[src/assert_macros.svh]
// Assertion macros shared by the keyer envelope RTL.
`ifndef ASSERT_MACROS_SVH
`define ASSERT_MACROS_SVH

// Same-cycle implication, checked at every rising clock edge outside reset.
`define ICWK_ASSERT_NOW(label, pre, post, msg) \
   label: assert property (@(posedge clock) disable iff (reset) (pre) |-> (post)) \
      else $error(msg);

// Next-cycle implication, checked at every rising clock edge outside reset.
`define ICWK_ASSERT_NEXT(label, pre, post, msg) \
   label: assert property (@(posedge clock) disable iff (reset) (pre) |=> (post)) \
      else $error(msg);

`endif

[src/icwk_pkg.sv]
// Shared types and constants for the iambic CW keyer envelope block.
package icwk_pkg;

   // Field and register widths.
   localparam int AMP_BITS       = 16;
   localparam int WPM_BITS       = 7;
   localparam int RATIO_BITS     = 11;
   localparam int STEP_BITS      = 16;
   localparam int DELAY_BITS     = 12;
   localparam int DOT_BITS       = 11;
   localparam int LEN_BITS       = 14;
   localparam int CSR_INDEX_BITS = 3;
   localparam int CSR_DATA_BITS  = 16;

   // Timing constants.
   localparam int DOT_MS_NUMERATOR  = 1200;
   localparam int TIME_BITS_DEFAULT = 16;

   // Register reset values.
   localparam logic                  KEYER_ENABLE_RESET  = 1'b1;
   localparam logic                  IAMBIC_ENABLE_RESET = 1'b0;
   localparam int                    WPM_RESET           = 20;
   localparam logic [RATIO_BITS-1:0] RATIO_RESET         = 11'd768;
   localparam logic [STEP_BITS-1:0]  EDGE_STEP_RESET     = 16'd655;
   localparam logic [DELAY_BITS-1:0] START_DELAY_RESET   = 12'd0;
   localparam logic [DOT_BITS-1:0]   DOT_LEN_RESET       =
      DOT_BITS'(DOT_MS_NUMERATOR / WPM_RESET);
   localparam logic [LEN_BITS-1:0]   DASH_LEN_RESET      =
      LEN_BITS'((int'(DOT_LEN_RESET) * int'(RATIO_RESET)) >> 8);

   // Register indexes on the configuration port.
   typedef enum logic [CSR_INDEX_BITS-1:0] {
      CSR_KEYER_ENABLE  = 3'd0,
      CSR_IAMBIC_ENABLE = 3'd1,
      CSR_WPM           = 3'd2,
      CSR_DASH_RATIO    = 3'd3,
      CSR_EDGE_STEP     = 3'd4,
      CSR_START_DELAY   = 3'd5
   } csr_index_type;

   // Keyer sequencer phase.
   typedef enum logic [1:0] {
      PH_IDLE  = 2'd0,
      PH_DOT   = 2'd1,
      PH_DASH  = 2'd2,
      PH_SPACE = 2'd3
   } phase_type;

   // What the envelope does on one sample.
   typedef enum logic [1:0] {
      ENV_HOLD = 2'd0,
      ENV_RISE = 2'd1,
      ENV_FALL = 2'd2
   } env_op_type;

   // Input beat.
   typedef struct packed {
      logic                dot_paddle;
      logic                dash_paddle;
      logic                serial_key;
      logic                ptt_hard;
      logic                ms_tick;
      logic                tx_start;
      logic [AMP_BITS-1:0] power_level;
   } req_type;

   // Result beat.
   typedef struct packed {
      logic [AMP_BITS-1:0] amplitude;
      logic                timeout_reload;
      logic [1:0]          keyer_phase;
   } rsp_type;

   // Registers the sequencer core reads directly.
   typedef struct packed {
      logic                  keyer_enable;
      logic                  iambic_enable;
      logic [STEP_BITS-1:0]  edge_step_q16;
      logic [DELAY_BITS-1:0] start_delay_ms;
   } cfg_type;

   // Symbol lengths in milliseconds.
   typedef struct packed {
      logic [DOT_BITS-1:0] dot_len;
      logic [LEN_BITS-1:0] dash_len;
   } lens_type;

endpackage

[src/icwk_env_step.sv]
// Envelope ramp: one rise or fall step of power times edge step, clamped, or a hold.
module icwk_env_step (
   input  logic [icwk_pkg::AMP_BITS-1:0]  envelope,
   input  logic [icwk_pkg::AMP_BITS-1:0]  power_level,
   input  logic [icwk_pkg::STEP_BITS-1:0] edge_step_q16,
   input  icwk_pkg::env_op_type           op,
   output logic [icwk_pkg::AMP_BITS-1:0]  envelope_next
);

   logic [icwk_pkg::AMP_BITS+icwk_pkg::STEP_BITS-1:0] step_prod;
   logic [icwk_pkg::AMP_BITS-1:0]                     step;
   logic [icwk_pkg::AMP_BITS:0]                       rise_sum;
   logic [icwk_pkg::AMP_BITS-1:0]                     rise_val;
   logic [icwk_pkg::AMP_BITS-1:0]                     fall_val;

   // Step size is the Q0.16 fraction of the power level, truncated.
   assign step_prod = power_level * edge_step_q16;
   assign step      = step_prod[icwk_pkg::AMP_BITS+icwk_pkg::STEP_BITS-1:icwk_pkg::STEP_BITS];

   // Rise only while below power, then clamp to power.
   always_comb begin
      if (envelope < power_level) begin
         rise_sum = {1'b0, envelope} + {1'b0, step};
      end else begin
         rise_sum = {1'b0, envelope};
      end
      if (rise_sum > {1'b0, power_level}) begin
         rise_val = power_level;
      end else begin
         rise_val = rise_sum[icwk_pkg::AMP_BITS-1:0];
      end
   end

   // Fall toward zero without wrapping.
   assign fall_val = (step >= envelope) ? '0 : (envelope - step);

   always_comb begin
      case (op)
         icwk_pkg::ENV_RISE: envelope_next = rise_val;
         icwk_pkg::ENV_FALL: envelope_next = fall_val;
         default:            envelope_next = envelope;
      endcase
   end

endmodule

[src/icwk_timing.sv]
// Symbol length registers: dot length from the speed, dash length from the ratio.
module icwk_timing (
   input  logic                            clock,
   input  logic                            reset,
   input  logic                            wpm_write,
   input  logic [icwk_pkg::WPM_BITS-1:0]   wpm_data,
   input  logic [icwk_pkg::RATIO_BITS-1:0] dash_ratio_q8,
   output icwk_pkg::lens_type              lens
);

   localparam int WpmCount = 1 << icwk_pkg::WPM_BITS;

   logic [icwk_pkg::DOT_BITS-1:0]                       dot_table [WpmCount];
   logic [icwk_pkg::DOT_BITS-1:0]                       dot_len_ff;
   logic [icwk_pkg::DOT_BITS-1:0]                       dot_len_in;
   logic [icwk_pkg::LEN_BITS-1:0]                       dash_len_ff;
   logic [icwk_pkg::LEN_BITS-1:0]                       dash_len_in;
   logic [icwk_pkg::DOT_BITS+icwk_pkg::RATIO_BITS-1:0]  dash_prod;

   // Constant table of 1200 / wpm; a speed of zero counts as one.
   for (genvar i = 0; i < WpmCount; i++) begin : g_dot
      localparam int DotLen = icwk_pkg::DOT_MS_NUMERATOR / ((i == 0) ? 1 : i);
      assign dot_table[i] = icwk_pkg::DOT_BITS'(DotLen);
   end

   // Dot length is loaded together with the speed write.
   assign dot_len_in = wpm_write ? dot_table[wpm_data] : dot_len_ff;

   // Dash length is loaded at the same edge from the next dot length and the
   // next ratio, product truncated by eight bits.
   assign dash_prod   = dot_len_in * dash_ratio_q8;
   assign dash_len_in = dash_prod[icwk_pkg::DOT_BITS+icwk_pkg::RATIO_BITS-1:8];

   always_ff @(posedge clock) begin
      if (reset) begin
         dot_len_ff  <= icwk_pkg::DOT_LEN_RESET;
         dash_len_ff <= icwk_pkg::DASH_LEN_RESET;
      end else begin
         dot_len_ff  <= dot_len_in;
         dash_len_ff <= dash_len_in;
      end
   end

   assign lens.dot_len  = dot_len_ff;
   assign lens.dash_len = dash_len_ff;

endmodule

[src/icwk_core.sv]
// Keyer sequencer core: time keeping, start delay, dot/dash/space sequencing.
`include "assert_macros.svh"

module icwk_core #(
   parameter int TIME_BITS = icwk_pkg::TIME_BITS_DEFAULT
) (
   input  logic               clock,
   input  logic               reset,
   input  logic               step_en,
   input  icwk_pkg::req_type  item,
   input  icwk_pkg::cfg_type  cfg,
   input  icwk_pkg::lens_type lens,
   output icwk_pkg::rsp_type  result
);

   localparam int CmpBits = (TIME_BITS > icwk_pkg::LEN_BITS) ? TIME_BITS : icwk_pkg::LEN_BITS;
   localparam logic [TIME_BITS-1:0] TimeMax = {TIME_BITS{1'b1}};

   icwk_pkg::phase_type             phase_ff, phase_in;
   logic [icwk_pkg::AMP_BITS-1:0]   envelope_ff, envelope_in, envelope_step;
   logic [TIME_BITS-1:0]            sym_ms_ff, sym_ms_in;
   logic [TIME_BITS-1:0]            delay_ms_ff, delay_ms_in;
   logic                            first_dash_ff, first_dash_in;
   logic                            last_dash_ff, last_dash_in;
   logic                            seq_active_ff, seq_active_in;
   icwk_pkg::env_op_type            env_op;
   logic                            reload;
   logic                            muted;
   logic [CmpBits-1:0]              dot_cmp, dash_cmp;

   assign dot_cmp  = CmpBits'(lens.dot_len);
   assign dash_cmp = CmpBits'(lens.dash_len);

   icwk_env_step u_env_step (
      .envelope      (envelope_ff),
      .power_level   (item.power_level),
      .edge_step_q16 (cfg.edge_step_q16),
      .op            (env_op),
      .envelope_next (envelope_step)
   );

   // Next state of the sequencer for the sample in the input register.
   always_comb begin
      logic done;
      logic dot;
      logic dash;
      logic both;
      done          = 1'b0;
      dot           = item.dot_paddle;
      dash          = item.dash_paddle;
      both          = dot && dash;
      phase_in      = phase_ff;
      sym_ms_in     = sym_ms_ff;
      delay_ms_in   = delay_ms_ff;
      first_dash_in = first_dash_ff;
      last_dash_in  = last_dash_ff;
      seq_active_in = seq_active_ff;
      env_op        = icwk_pkg::ENV_HOLD;
      reload        = 1'b0;
      muted         = 1'b0;

      // Millisecond counters saturate; a transmit start restarts the delay.
      if (item.ms_tick) begin
         if (sym_ms_in != TimeMax) begin
            sym_ms_in = sym_ms_in + 1'b1;
         end
         if (delay_ms_in != TimeMax) begin
            delay_ms_in = delay_ms_in + 1'b1;
         end
      end
      if (item.tx_start) begin
         delay_ms_in = '0;
      end

      if (delay_ms_in < TIME_BITS'(cfg.start_delay_ms)) begin
         // Silent during the start delay.
         muted = 1'b1;
      end else if (!cfg.keyer_enable) begin
         // Straight keying from any key.
         if (item.serial_key || item.ptt_hard || dot || dash) begin
            env_op = icwk_pkg::ENV_RISE;
         end else begin
            env_op = icwk_pkg::ENV_FALL;
         end
      end else if (item.serial_key) begin
         env_op = icwk_pkg::ENV_RISE;
      end else begin
         // Paddle memory for iambic alternation.
         if (dot && !dash) begin
            first_dash_in = 1'b0;
         end
         if (!dot && dash) begin
            first_dash_in = 1'b1;
         end
         if (both) begin
            seq_active_in = 1'b1;
         end

         // Dot symbol.
         if (phase_in == icwk_pkg::PH_IDLE && dot) begin
            sym_ms_in = '0;
            phase_in  = icwk_pkg::PH_DOT;
         end
         if (phase_in == icwk_pkg::PH_DOT && CmpBits'(sym_ms_in) < dot_cmp) begin
            reload = 1'b1;
            env_op = icwk_pkg::ENV_RISE;
            done   = 1'b1;
         end
         if (!done && phase_in == icwk_pkg::PH_DOT && CmpBits'(sym_ms_in) > dot_cmp) begin
            last_dash_in = 1'b0;
            sym_ms_in    = '0;
            phase_in     = icwk_pkg::PH_SPACE;
         end

         // Dash symbol.
         if (!done && phase_in == icwk_pkg::PH_IDLE && dash) begin
            sym_ms_in = '0;
            phase_in  = icwk_pkg::PH_DASH;
         end
         if (!done && phase_in == icwk_pkg::PH_DASH && CmpBits'(sym_ms_in) < dash_cmp) begin
            reload = 1'b1;
            env_op = icwk_pkg::ENV_RISE;
            done   = 1'b1;
         end
         if (!done && phase_in == icwk_pkg::PH_DASH && CmpBits'(sym_ms_in) > dash_cmp) begin
            last_dash_in = 1'b1;
            sym_ms_in    = '0;
            phase_in     = icwk_pkg::PH_SPACE;
         end

         // Inter-element space, one dot long.
         if (!done && phase_in == icwk_pkg::PH_SPACE && CmpBits'(sym_ms_in) < dot_cmp) begin
            reload = 1'b1;
            env_op = icwk_pkg::ENV_FALL;
            done   = 1'b1;
         end
         if (!done && phase_in == icwk_pkg::PH_SPACE && CmpBits'(sym_ms_in) > dot_cmp) begin
            if (!cfg.iambic_enable || !seq_active_in) begin
               phase_in = icwk_pkg::PH_IDLE;
            end else begin
               sym_ms_in = '0;
               if (!last_dash_in) begin
                  phase_in = icwk_pkg::PH_DASH;
                  if (first_dash_in && !both) begin
                     seq_active_in = 1'b0;
                     phase_in      = icwk_pkg::PH_IDLE;
                  end
               end else begin
                  phase_in = icwk_pkg::PH_DOT;
                  if (!first_dash_in && !both) begin
                     seq_active_in = 1'b0;
                     phase_in      = icwk_pkg::PH_IDLE;
                  end
               end
            end
         end

         // Anything not still running ramps down.
         if (!done) begin
            env_op = icwk_pkg::ENV_FALL;
         end
      end
   end

   assign envelope_in = envelope_step;

   // State registers advance once per processed sample.
   always_ff @(posedge clock) begin
      if (reset) begin
         phase_ff      <= icwk_pkg::PH_IDLE;
         envelope_ff   <= '0;
         sym_ms_ff     <= '0;
         delay_ms_ff   <= TimeMax;
         first_dash_ff <= 1'b0;
         last_dash_ff  <= 1'b0;
         seq_active_ff <= 1'b0;
      end else if (step_en) begin
         phase_ff      <= phase_in;
         envelope_ff   <= envelope_in;
         sym_ms_ff     <= sym_ms_in;
         delay_ms_ff   <= delay_ms_in;
         first_dash_ff <= first_dash_in;
         last_dash_ff  <= last_dash_in;
         seq_active_ff <= seq_active_in;
      end
   end

   assign result.amplitude      = muted ? '0 : envelope_step;
   assign result.timeout_reload = reload;
   assign result.keyer_phase    = phase_in;

   // A reload is only asked for while a symbol or space is running.
   `ICWK_ASSERT_NOW(a_reload_phase, reload, phase_in != icwk_pkg::PH_IDLE, "reload while idle")
   // Straight keying leaves the sequencer untouched.
   `ICWK_ASSERT_NEXT(a_straight_hold, step_en && !cfg.keyer_enable, $stable(phase_ff), "phase moved in straight keying")
   // A transmit start always restarts the delay count.
   `ICWK_ASSERT_NEXT(a_start_clear, step_en && item.tx_start, delay_ms_ff == '0, "delay not restarted")

endmodule

[src/iambic_cw_keyer_envelope.sv]
// Top level of the iambic CW keyer envelope: registers, handshakes and core.
//
// One input beat is one audio sample call and gives exactly one result beat.
// The block takes a new sample in every clock cycle unless the input side
// stalls; a sample passes an input register and then a result register, from
// which its result is offered, and a stalled result holds both registers in
// place. The whole sequencer update and the envelope step (one 16 x 16
// multiply, an add and a clamp) are done combinationally between those two
// registers. Configuration writes, including the dot and dash lengths derived
// from speed and ratio, take effect for the next sample processed. Counters
// are TIME_BITS wide and saturate.
`include "assert_macros.svh"

module iambic_cw_keyer_envelope #(
   parameter int TIME_BITS = icwk_pkg::TIME_BITS_DEFAULT
) (
   input  logic                                clock,
   input  logic                                reset,
   input  logic                                req_valid,
   output logic                                req_stall,
   input  icwk_pkg::req_type                   req_data,
   output logic                                rsp_valid,
   input  logic                                rsp_stall,
   output icwk_pkg::rsp_type                   rsp_data,
   input  logic                                csr_we,
   input  logic [icwk_pkg::CSR_INDEX_BITS-1:0] csr_index,
   input  logic [icwk_pkg::CSR_DATA_BITS-1:0]  csr_wdata
);

   logic                              in_valid_ff, in_valid_in;
   icwk_pkg::req_type                 in_item_ff;
   logic                              rsp_valid_ff, rsp_valid_in;
   icwk_pkg::rsp_type                 rsp_data_ff;
   icwk_pkg::rsp_type                 core_result;
   logic                              out_free;
   logic                              advance;
   logic                              accept;
   logic                              wpm_write;
   icwk_pkg::cfg_type                 cfg_ff, cfg_in;
   logic [icwk_pkg::RATIO_BITS-1:0]   ratio_ff, ratio_in;
   icwk_pkg::lens_type                lens;
   icwk_pkg::csr_index_type           csr_sel;

   // Configuration register writes.
   assign csr_sel = icwk_pkg::csr_index_type'(csr_index);

   always_comb begin
      cfg_in    = cfg_ff;
      ratio_in  = ratio_ff;
      wpm_write = 1'b0;
      if (csr_we) begin
         case (csr_sel)
            icwk_pkg::CSR_KEYER_ENABLE:  cfg_in.keyer_enable = csr_wdata[0];
            icwk_pkg::CSR_IAMBIC_ENABLE: cfg_in.iambic_enable = csr_wdata[0];
            icwk_pkg::CSR_WPM:           wpm_write = 1'b1;
            icwk_pkg::CSR_DASH_RATIO:    ratio_in = csr_wdata[icwk_pkg::RATIO_BITS-1:0];
            icwk_pkg::CSR_EDGE_STEP:     cfg_in.edge_step_q16 = csr_wdata[icwk_pkg::STEP_BITS-1:0];
            icwk_pkg::CSR_START_DELAY:   cfg_in.start_delay_ms = csr_wdata[icwk_pkg::DELAY_BITS-1:0];
            default: begin
            end
         endcase
      end
   end

   always_ff @(posedge clock) begin
      if (reset) begin
         cfg_ff.keyer_enable   <= icwk_pkg::KEYER_ENABLE_RESET;
         cfg_ff.iambic_enable  <= icwk_pkg::IAMBIC_ENABLE_RESET;
         cfg_ff.edge_step_q16  <= icwk_pkg::EDGE_STEP_RESET;
         cfg_ff.start_delay_ms <= icwk_pkg::START_DELAY_RESET;
         ratio_ff              <= icwk_pkg::RATIO_RESET;
      end else begin
         cfg_ff   <= cfg_in;
         ratio_ff <= ratio_in;
      end
   end

   icwk_timing u_timing (
      .clock         (clock),
      .reset         (reset),
      .wpm_write     (wpm_write),
      .wpm_data      (csr_wdata[icwk_pkg::WPM_BITS-1:0]),
      .dash_ratio_q8 (ratio_in),
      .lens          (lens)
   );

   // Handshake: the input register moves on whenever the result slot is free.
   assign out_free  = !rsp_valid_ff || !rsp_stall;
   assign advance   = in_valid_ff && out_free;
   assign req_stall = in_valid_ff && !out_free;
   assign accept    = req_valid && !req_stall;

   always_comb begin
      if (accept) begin
         in_valid_in = 1'b1;
      end else if (advance) begin
         in_valid_in = 1'b0;
      end else begin
         in_valid_in = in_valid_ff;
      end
   end

   always_comb begin
      if (advance) begin
         rsp_valid_in = 1'b1;
      end else if (!rsp_stall) begin
         rsp_valid_in = 1'b0;
      end else begin
         rsp_valid_in = rsp_valid_ff;
      end
   end

   always_ff @(posedge clock) begin
      if (reset) begin
         in_valid_ff  <= 1'b0;
         rsp_valid_ff <= 1'b0;
      end else begin
         in_valid_ff  <= in_valid_in;
         rsp_valid_ff <= rsp_valid_in;
      end
   end

   // Payload registers.
   always_ff @(posedge clock) begin
      if (accept) begin
         in_item_ff <= req_data;
      end
      if (advance) begin
         rsp_data_ff <= core_result;
      end
   end

   icwk_core #(
      .TIME_BITS (TIME_BITS)
   ) u_core (
      .clock   (clock),
      .reset   (reset),
      .step_en (advance),
      .item    (in_item_ff),
      .cfg     (cfg_ff),
      .lens    (lens),
      .result  (core_result)
   );

   assign rsp_valid = rsp_valid_ff;
   assign rsp_data  = rsp_data_ff;

   // The input side only stalls with a sample held and the result slot blocked.
   `ICWK_ASSERT_NOW(a_stall_cause, req_stall, in_valid_ff && rsp_valid_ff && rsp_stall, "stall without cause")
   // A processed sample always lands in the result register.
   `ICWK_ASSERT_NEXT(a_advance_result, advance, rsp_valid_ff, "result lost")

endmodule
[config.mk]
export PLATFORM = sky130hd
export DESIGN_NAME = iambic_cw_keyer_envelope
export DESIGN_NICKNAME = d
export VERILOG_FILES = /design/src/icwk_pkg.sv /design/src/icwk_env_step.sv /design/src/icwk_timing.sv /design/src/icwk_core.sv /design/src/iambic_cw_keyer_envelope.sv
export VERILOG_INCLUDE_DIRS = /design/src /design/src/src
export SDC_FILE = /design/constraint.sdc
export NUM_CORES = 1
export LEC_CHECK = 0
export BUFFER_PORTS_ARGS = -buffer_cell sky130_fd_sc_hd__buf_4
export CAP_MARGIN = 20
export CORE_MARGIN = 2
export CORE_UTILIZATION = 50
export DETAILED_ROUTE_END_ITERATION = 10
export GPL_ROUTABILITY_DRIVEN = 0
export PLACE_DENSITY_LB_ADDON = 0.08
export SYNTH_ARGS = -nofsm -noshare
export SYNTH_HDL_FRONTEND = slang
export SYNTH_SLANG_ARGS = --single-unit
[constraint.sdc]
create_clock -name clock -period 15.5 [get_ports clock]
set_input_delay 3.875 -clock clock [delete_from_list [all_inputs] [get_ports clock]]
set_output_delay 3.875 -clock clock [all_outputs]
set_load 0.05 [all_outputs]
Word level (Yosys, flattened, before mapping)
Memory sizes are Yosys's and may differ from the RTL's.
Index checks and enable logic that the tools add are counted.
Cells by class
  $add $sub $neg: 4
  multipliers: 2
  order comparisons: 11
  equal/unequal tests: 13
  muxes and demuxes: 104
  bitwise gates (word level): 4
  reduce and logical (&&, ||, !) cells: 50
Operator list (count)
  $mux W16: 25
  $mux W2: 29
  $mux W11: 5
  $mux W1: 43
  $add A16 B1 Y16 const B: 2
  $gt A16 B11 Y1: 2
  $lt A16 B11 Y1: 2
  $mul A16 B16 Y32: 1
  $ne A16 B16 Y1 const B: 2
  $pmux W16 S2: 1
  $logic_and A1 B1 Y1: 22
  $mul A11 B11 Y22: 1
  $add A16 B16 Y17: 1
  $gt A17 B16 Y1: 1
  $mux W17: 1
  $ge A16 B16 Y1: 1
  $gt A16 B14 Y1: 1
  $lt A16 B12 Y1: 1
  $lt A16 B14 Y1: 1
  $lt A16 B16 Y1: 1
  $sub A16 B16 Y16: 1
  $logic_not A1 Y1: 13
  $ge A8 B8 Y1 const B: 1
  $not A7 Y8: 1
  other kinds (14): 29
Storage, ports and cells
  flip-flop bits (word level): 162
  bits in read-only memories: 1408
  input bits: 46
  output and inout bits: 21
  logic and storage cells: 215
  memories kept: 1
Memory list
  (name not given): depth 128, width 11, read ports 1, clocked after Yosys merged registers in 0, write ports 0, line icwk_timing.sv:27  | assign dot_len_in = wpm_write ? dot_table[wpm_data] : dot_len_ff;

Longest topological paths before layout
  word-level depth: 55
  mapped depth: 46
  gate-level depth less buffers: 43

Hierarchy
From an unflattened synthesis, not the netlist that was laid out.
Second synthesis, totals
  cell total of the unflattened synthesis: 2898
  area total of the unflattened synthesis: 24883.9 um^2
By module, submodules not included
  icwk_env_step: times used 1, cells each 1352, area an instance 11151.9 um^2, seq. area each 0.0 um^2
  icwk_timing: times used 1, cells each 686, area an instance 5733.0 um^2, seq. area each 500.5 um^2
  icwk_core: times used 1, cells each 631, area an instance 4758.3 um^2, seq. area each 1061.0 um^2
  iambic_cw_keyer_envelope: times used 1, cells each 229, area an instance 3240.6 um^2, seq. area each 2092.0 um^2

Least setup slack after synthesis
OpenSTA, ideal clock, no wires.
  kind: input to register
  from: input port csr_wdata[4] in the netlist's numbering
  to: register u_timing.dash_len_ff[13] in the netlist's numbering
  library setup time: 0.128 ns
  data arrival time: 10.244 ns
  required time: 15.372 ns
  path slack: 5.128 ns
  cell stages on the path: 28
  buffers on the path: 3
  cells stage by stage: clkbuf_1 > clkbuf_1 > clkbuf_1 > nor2_1 > o41ai_1 > nand2_1 > fa_1 > inv_1 > fa_1 > inv_1 > fa_1 > inv_1 > fa_1 > inv_1 > fa_1 > inv_1 > ha_1 > a21o_1 > a21o_1 > a21oi_1 > o21ai_0 > a32oi_1 > nand2_1 > o221ai_1 > o2111ai_1 > a21oi_1 > xnor2_1 > nor2_1
Between the ends
  word-level cells in the longest chain between the ends: 6
  elaborated cells between the ends (all ways): 8
  classes of those cells: mul (1); mux (5); bitwise (1); memory (1)
RTL lines
  start: declaration: line iambic_cw_keyer_envelope.sv:27  | input logic [icwk_pkg::CSR_DATA_BITS-1:0] csr_wdata
  $not A7 Y8 (implied by the code): line icwk_timing.sv:27
  $mem_v2 Z128 W11
  $mux W11 (implied by the code) (2 in a row): line icwk_timing.sv:27
  $mux W11: line icwk_timing.sv:27
  $mul A11 B11 Y22 (*): line icwk_timing.sv:31  | assign dash_prod = dot_len_in * dash_ratio_q8;
  end signal: assignment: line icwk_timing.sv:37  | dash_len_ff <= icwk_pkg::DASH_LEN_RESET;
  end signal: assignment: line icwk_timing.sv:40  | dash_len_ff <= dash_len_in;
  end: declaration: line icwk_timing.sv:16  | logic [icwk_pkg::LEN_BITS-1:0] dash_len_ff;
Mark *: on every way between the ends. The rest lies on a longest branch, timed or not. The select of a mux whose other input is x is not followed.
A chain may end at the register's enable or synchronous reset.

Final worst setup path
  from: register in_item_ff[7] in the netlist's numbering
  to: register rsp_data_ff, in the netlist rsp_data[11], data pin
Between the ends
  word-level cells in the longest chain between the ends: 6
  elaborated cells between the ends (all ways): 10
  classes of those cells: add/sub (2); mul (1); order compare (3); mux (4)
RTL lines
  start: declaration: line iambic_cw_keyer_envelope.sv:31  | icwk_pkg::req_type in_item_ff;
  start signal: assignment: line iambic_cw_keyer_envelope.sv:126  | in_item_ff <= req_data;
  $mul A16 B16 Y32: line icwk_env_step.sv:17  | assign step_prod = power_level * edge_step_q16;
  $add A16 B16 Y17: line icwk_env_step.sv:23  | rise_sum = {1'b0, envelope} + {1'b0, step};
  $mux W17: line icwk_env_step.sv:22  | if (envelope < power_level) begin
  $gt A17 B16 Y1: line icwk_env_step.sv:27  | if (rise_sum > {1'b0, power_level}) begin
  $mux W16: line icwk_env_step.sv:27
  $pmux W16 S2 (*): line icwk_env_step.sv:38  | case (op)
  end signal: assignment: line iambic_cw_keyer_envelope.sv:129  | rsp_data_ff <= core_result;
  end: declaration: line iambic_cw_keyer_envelope.sv:33  | icwk_pkg::rsp_type rsp_data_ff;
Mark *: on every way between the ends. The rest lies on a longest branch, timed or not.

==> results.cfg <==
[sta]
fmax_ghz = 0.0869
min_period_ps = 11510
fin_skew_ps = 14.1
post-route-period-util = 0.742
relSlewSlack = 0.282
finalSetupViolCount = 0
hold_ws_ps = 459
finalWorstSetupSlack_ps = 3990
final_max_slew_viol_count = 0
worstMarginPinSlew_ps = 1080
hold_viol = 0
rsz0062_at_grt = false
final.setup.tns_ps = 0

[cells_and_area]
final_area_um2 = 25100
final_cell_mix = inv_1 (459), nand2_1 (331), ha_1 (287)
final_common_cell = inv_1
diodes = 0
fill_cells = 4362
area_delta_synth_final_pct = 6.70
layout.nets = 3397
drive_above_1_share = 0.0585
utilization = 0.540
stdcell_count = 3410

[clocking]
cts_num_sinks = 162
insertion_delay_ps = 500
cts_resized = 0
cts_setup_buffers = 0
cts_buffers = 17
holdBufCountCts = 0
clockRootBuffer = clkbuf_16
htreeDepth = 4
cts_tree = yes
path_clk_slew_ps = 80
clock_path_buffers = 2

[worst_setup_path]
cp-end-kind = register
crit_arrival_ps = 11800
cp_max_fo = 19
crit_top_cell = fa_1
max_stage_delay_ps = 970
worst_setup_path_start_kind = register
crit_required_ps = 15790
critPathSlowestCell = edfxtp_1
worstSetupPathType = reg -> reg

[grt]
track_usage = 0.266
grt_pass1_wl_um = 103000
grt_overflow = 0
grt_start_max_net_pins = 89
grt_pass1_vias = 19600
antenna_found_initial = 0

[routing]
wirelength_um = 62900
drt.antenna.violating_nets = 0
vias = 19000
drc = 0
drt_iter0_markers = 1387
dr.pass1.iters = 5
wl_per_cell_um = 18.5
viasPerCell = 5.58

[pwr]
irDropWorstVdd_v = 0.000203
power.density_nw_per_um2 = 135
power_mw = 3.39
p_leak_nw = 12.2

[synth]
syn_nets = 3417
ys.warnings.count = 0
ys_seq_area_frac = 0.155
synth_area_um2 = 23600
synth_cell_types = 87
avgSynthCellArea_um2 = 8.38
syn_inst = 2810
synth_edf_count = 41
yosys_most_used_dff = dfxtp_1
synth-seq-cells = 162
synthArstFlopShare = 0

[floorplanning]
start_util = 0.506
rows = 79
io-pin-count = 67
core_um2 = 46600
chipHeight_um = 221
die_area_um2 = 48900
die_x_um = 221

[outcome]
status = completed

[place]
dp_hpwl_um = 49000
post-place-ws_ps = 3960
port_buffers = 66
dp_cells = 3377
place_area_um2 = 24500

[job]
maxCapViolCount = 0

[hold_path]
hold_class = reg -> reg
## worst paths after layout
| path | start | end | slack, ps | cells past startpoint |
|---|---|---|---|---|
| min | cfg_ff[1] | cfg_ff[1] | 460 | 2 |
| min reg2reg | cfg_ff[1] | cfg_ff[1] | 460 | 2 |
| max | in_item_ff[7] | rsp_data[11] | 3990 | 39 |
| max reg2reg | in_item_ff[7] | rsp_data[11] | 3990 | 39 |
## metal layers
metal	up-vias	share of wire	track usage
met2	482	0.49	0.457
met3	82	0.050	0.0447
li1	9121	-	-
met5	-	0	0
met1	9353	0.43	0.345
met4	0	0.021	0.0740
## worst max-delay path, delay by kind of cell, from the launching register on
family                     cells  cell delay [ps]
and+or+nand+nor                4              650
xor gates and xnor gates       2              430
adders and majority gates      9             4170
AOI/OAI and AO/OA             17             4380
muxes                          1              120
buffers and inverters          6              570
DFF                            1              970
## power by group
| part | leakage (nW) | switching, mW | internal, mW |
|---|---|---|---|
| Clock | 0.301 | 0.209 | 0.245 |
| Sequential | 1.38 | 0.0568 | 0.484 |
| Combinational | 10.6 | 1.39 | 1.01 |
## area by class of cell
| type | instances | area (um2) | area share |
|---|---|---|---|
| clock buffer | 17 | 425 | 0.0169 |
| clock inverter | 15 | 191 | 0.00761 |
| tap | 607 | 759 | 0.0302 |
| sequential | 162 | 3650 | 0.145 |
| multi-input combinational | 2063 | 17700 | 0.705 |
| inverter | 460 | 1730 | 0.0687 |
| timing repair buffer | 86 | 666 | 0.0265 |
## cells in the mapped netlist, types with 43 or more instances
master,n,share of area
dfxtp_1,121,0.10
a211oi_1,43,0.014
xnor2_1,46,0.017
a21oi_1,121,0.026
o21ai_0,58,0.012
fa_1,274,0.23
and2_1,135,0.036
inv_1,459,0.073
ha_1,287,0.15
nor2_1,241,0.038
nand2_1,331,0.053
clkbuf_1,112,0.018
## sequential cells by signal, summed over array words and instances (netlist names)
signal	cells
u_core.phase_ff	2
u_core.sym_ms_ff	16
u_core.first_dash_ff	1
in_valid_ff	1
u_timing.dot_len_ff	11
rsp_data	19
u_core.envelope_ff	16
u_core.seq_active_ff	1
in_item_ff	22
cfg_ff	30
u_core.delay_ms_ff	16
u_timing.dash_len_ff	14
ratio_ff	11
u_core.last_dash_ff	1
rsp_valid	1
## cell families (layout without fill, tap and decap cells)
group / Yosys count / in the layout / share of synthesized area
compound gates: 442 / 442 / 0.128
xor+xnor: 87 / 87 / 0.0323
fa+ha+maj: 561 / 561 / 0.385
buf+inv: 585 / 578 / 0.0944
flops: 162 / 162 / 0.155
mux: 39 / 39 / 0.0175
simple gates: 934 / 934 / 0.187
(Power assumes the default switching activity.)
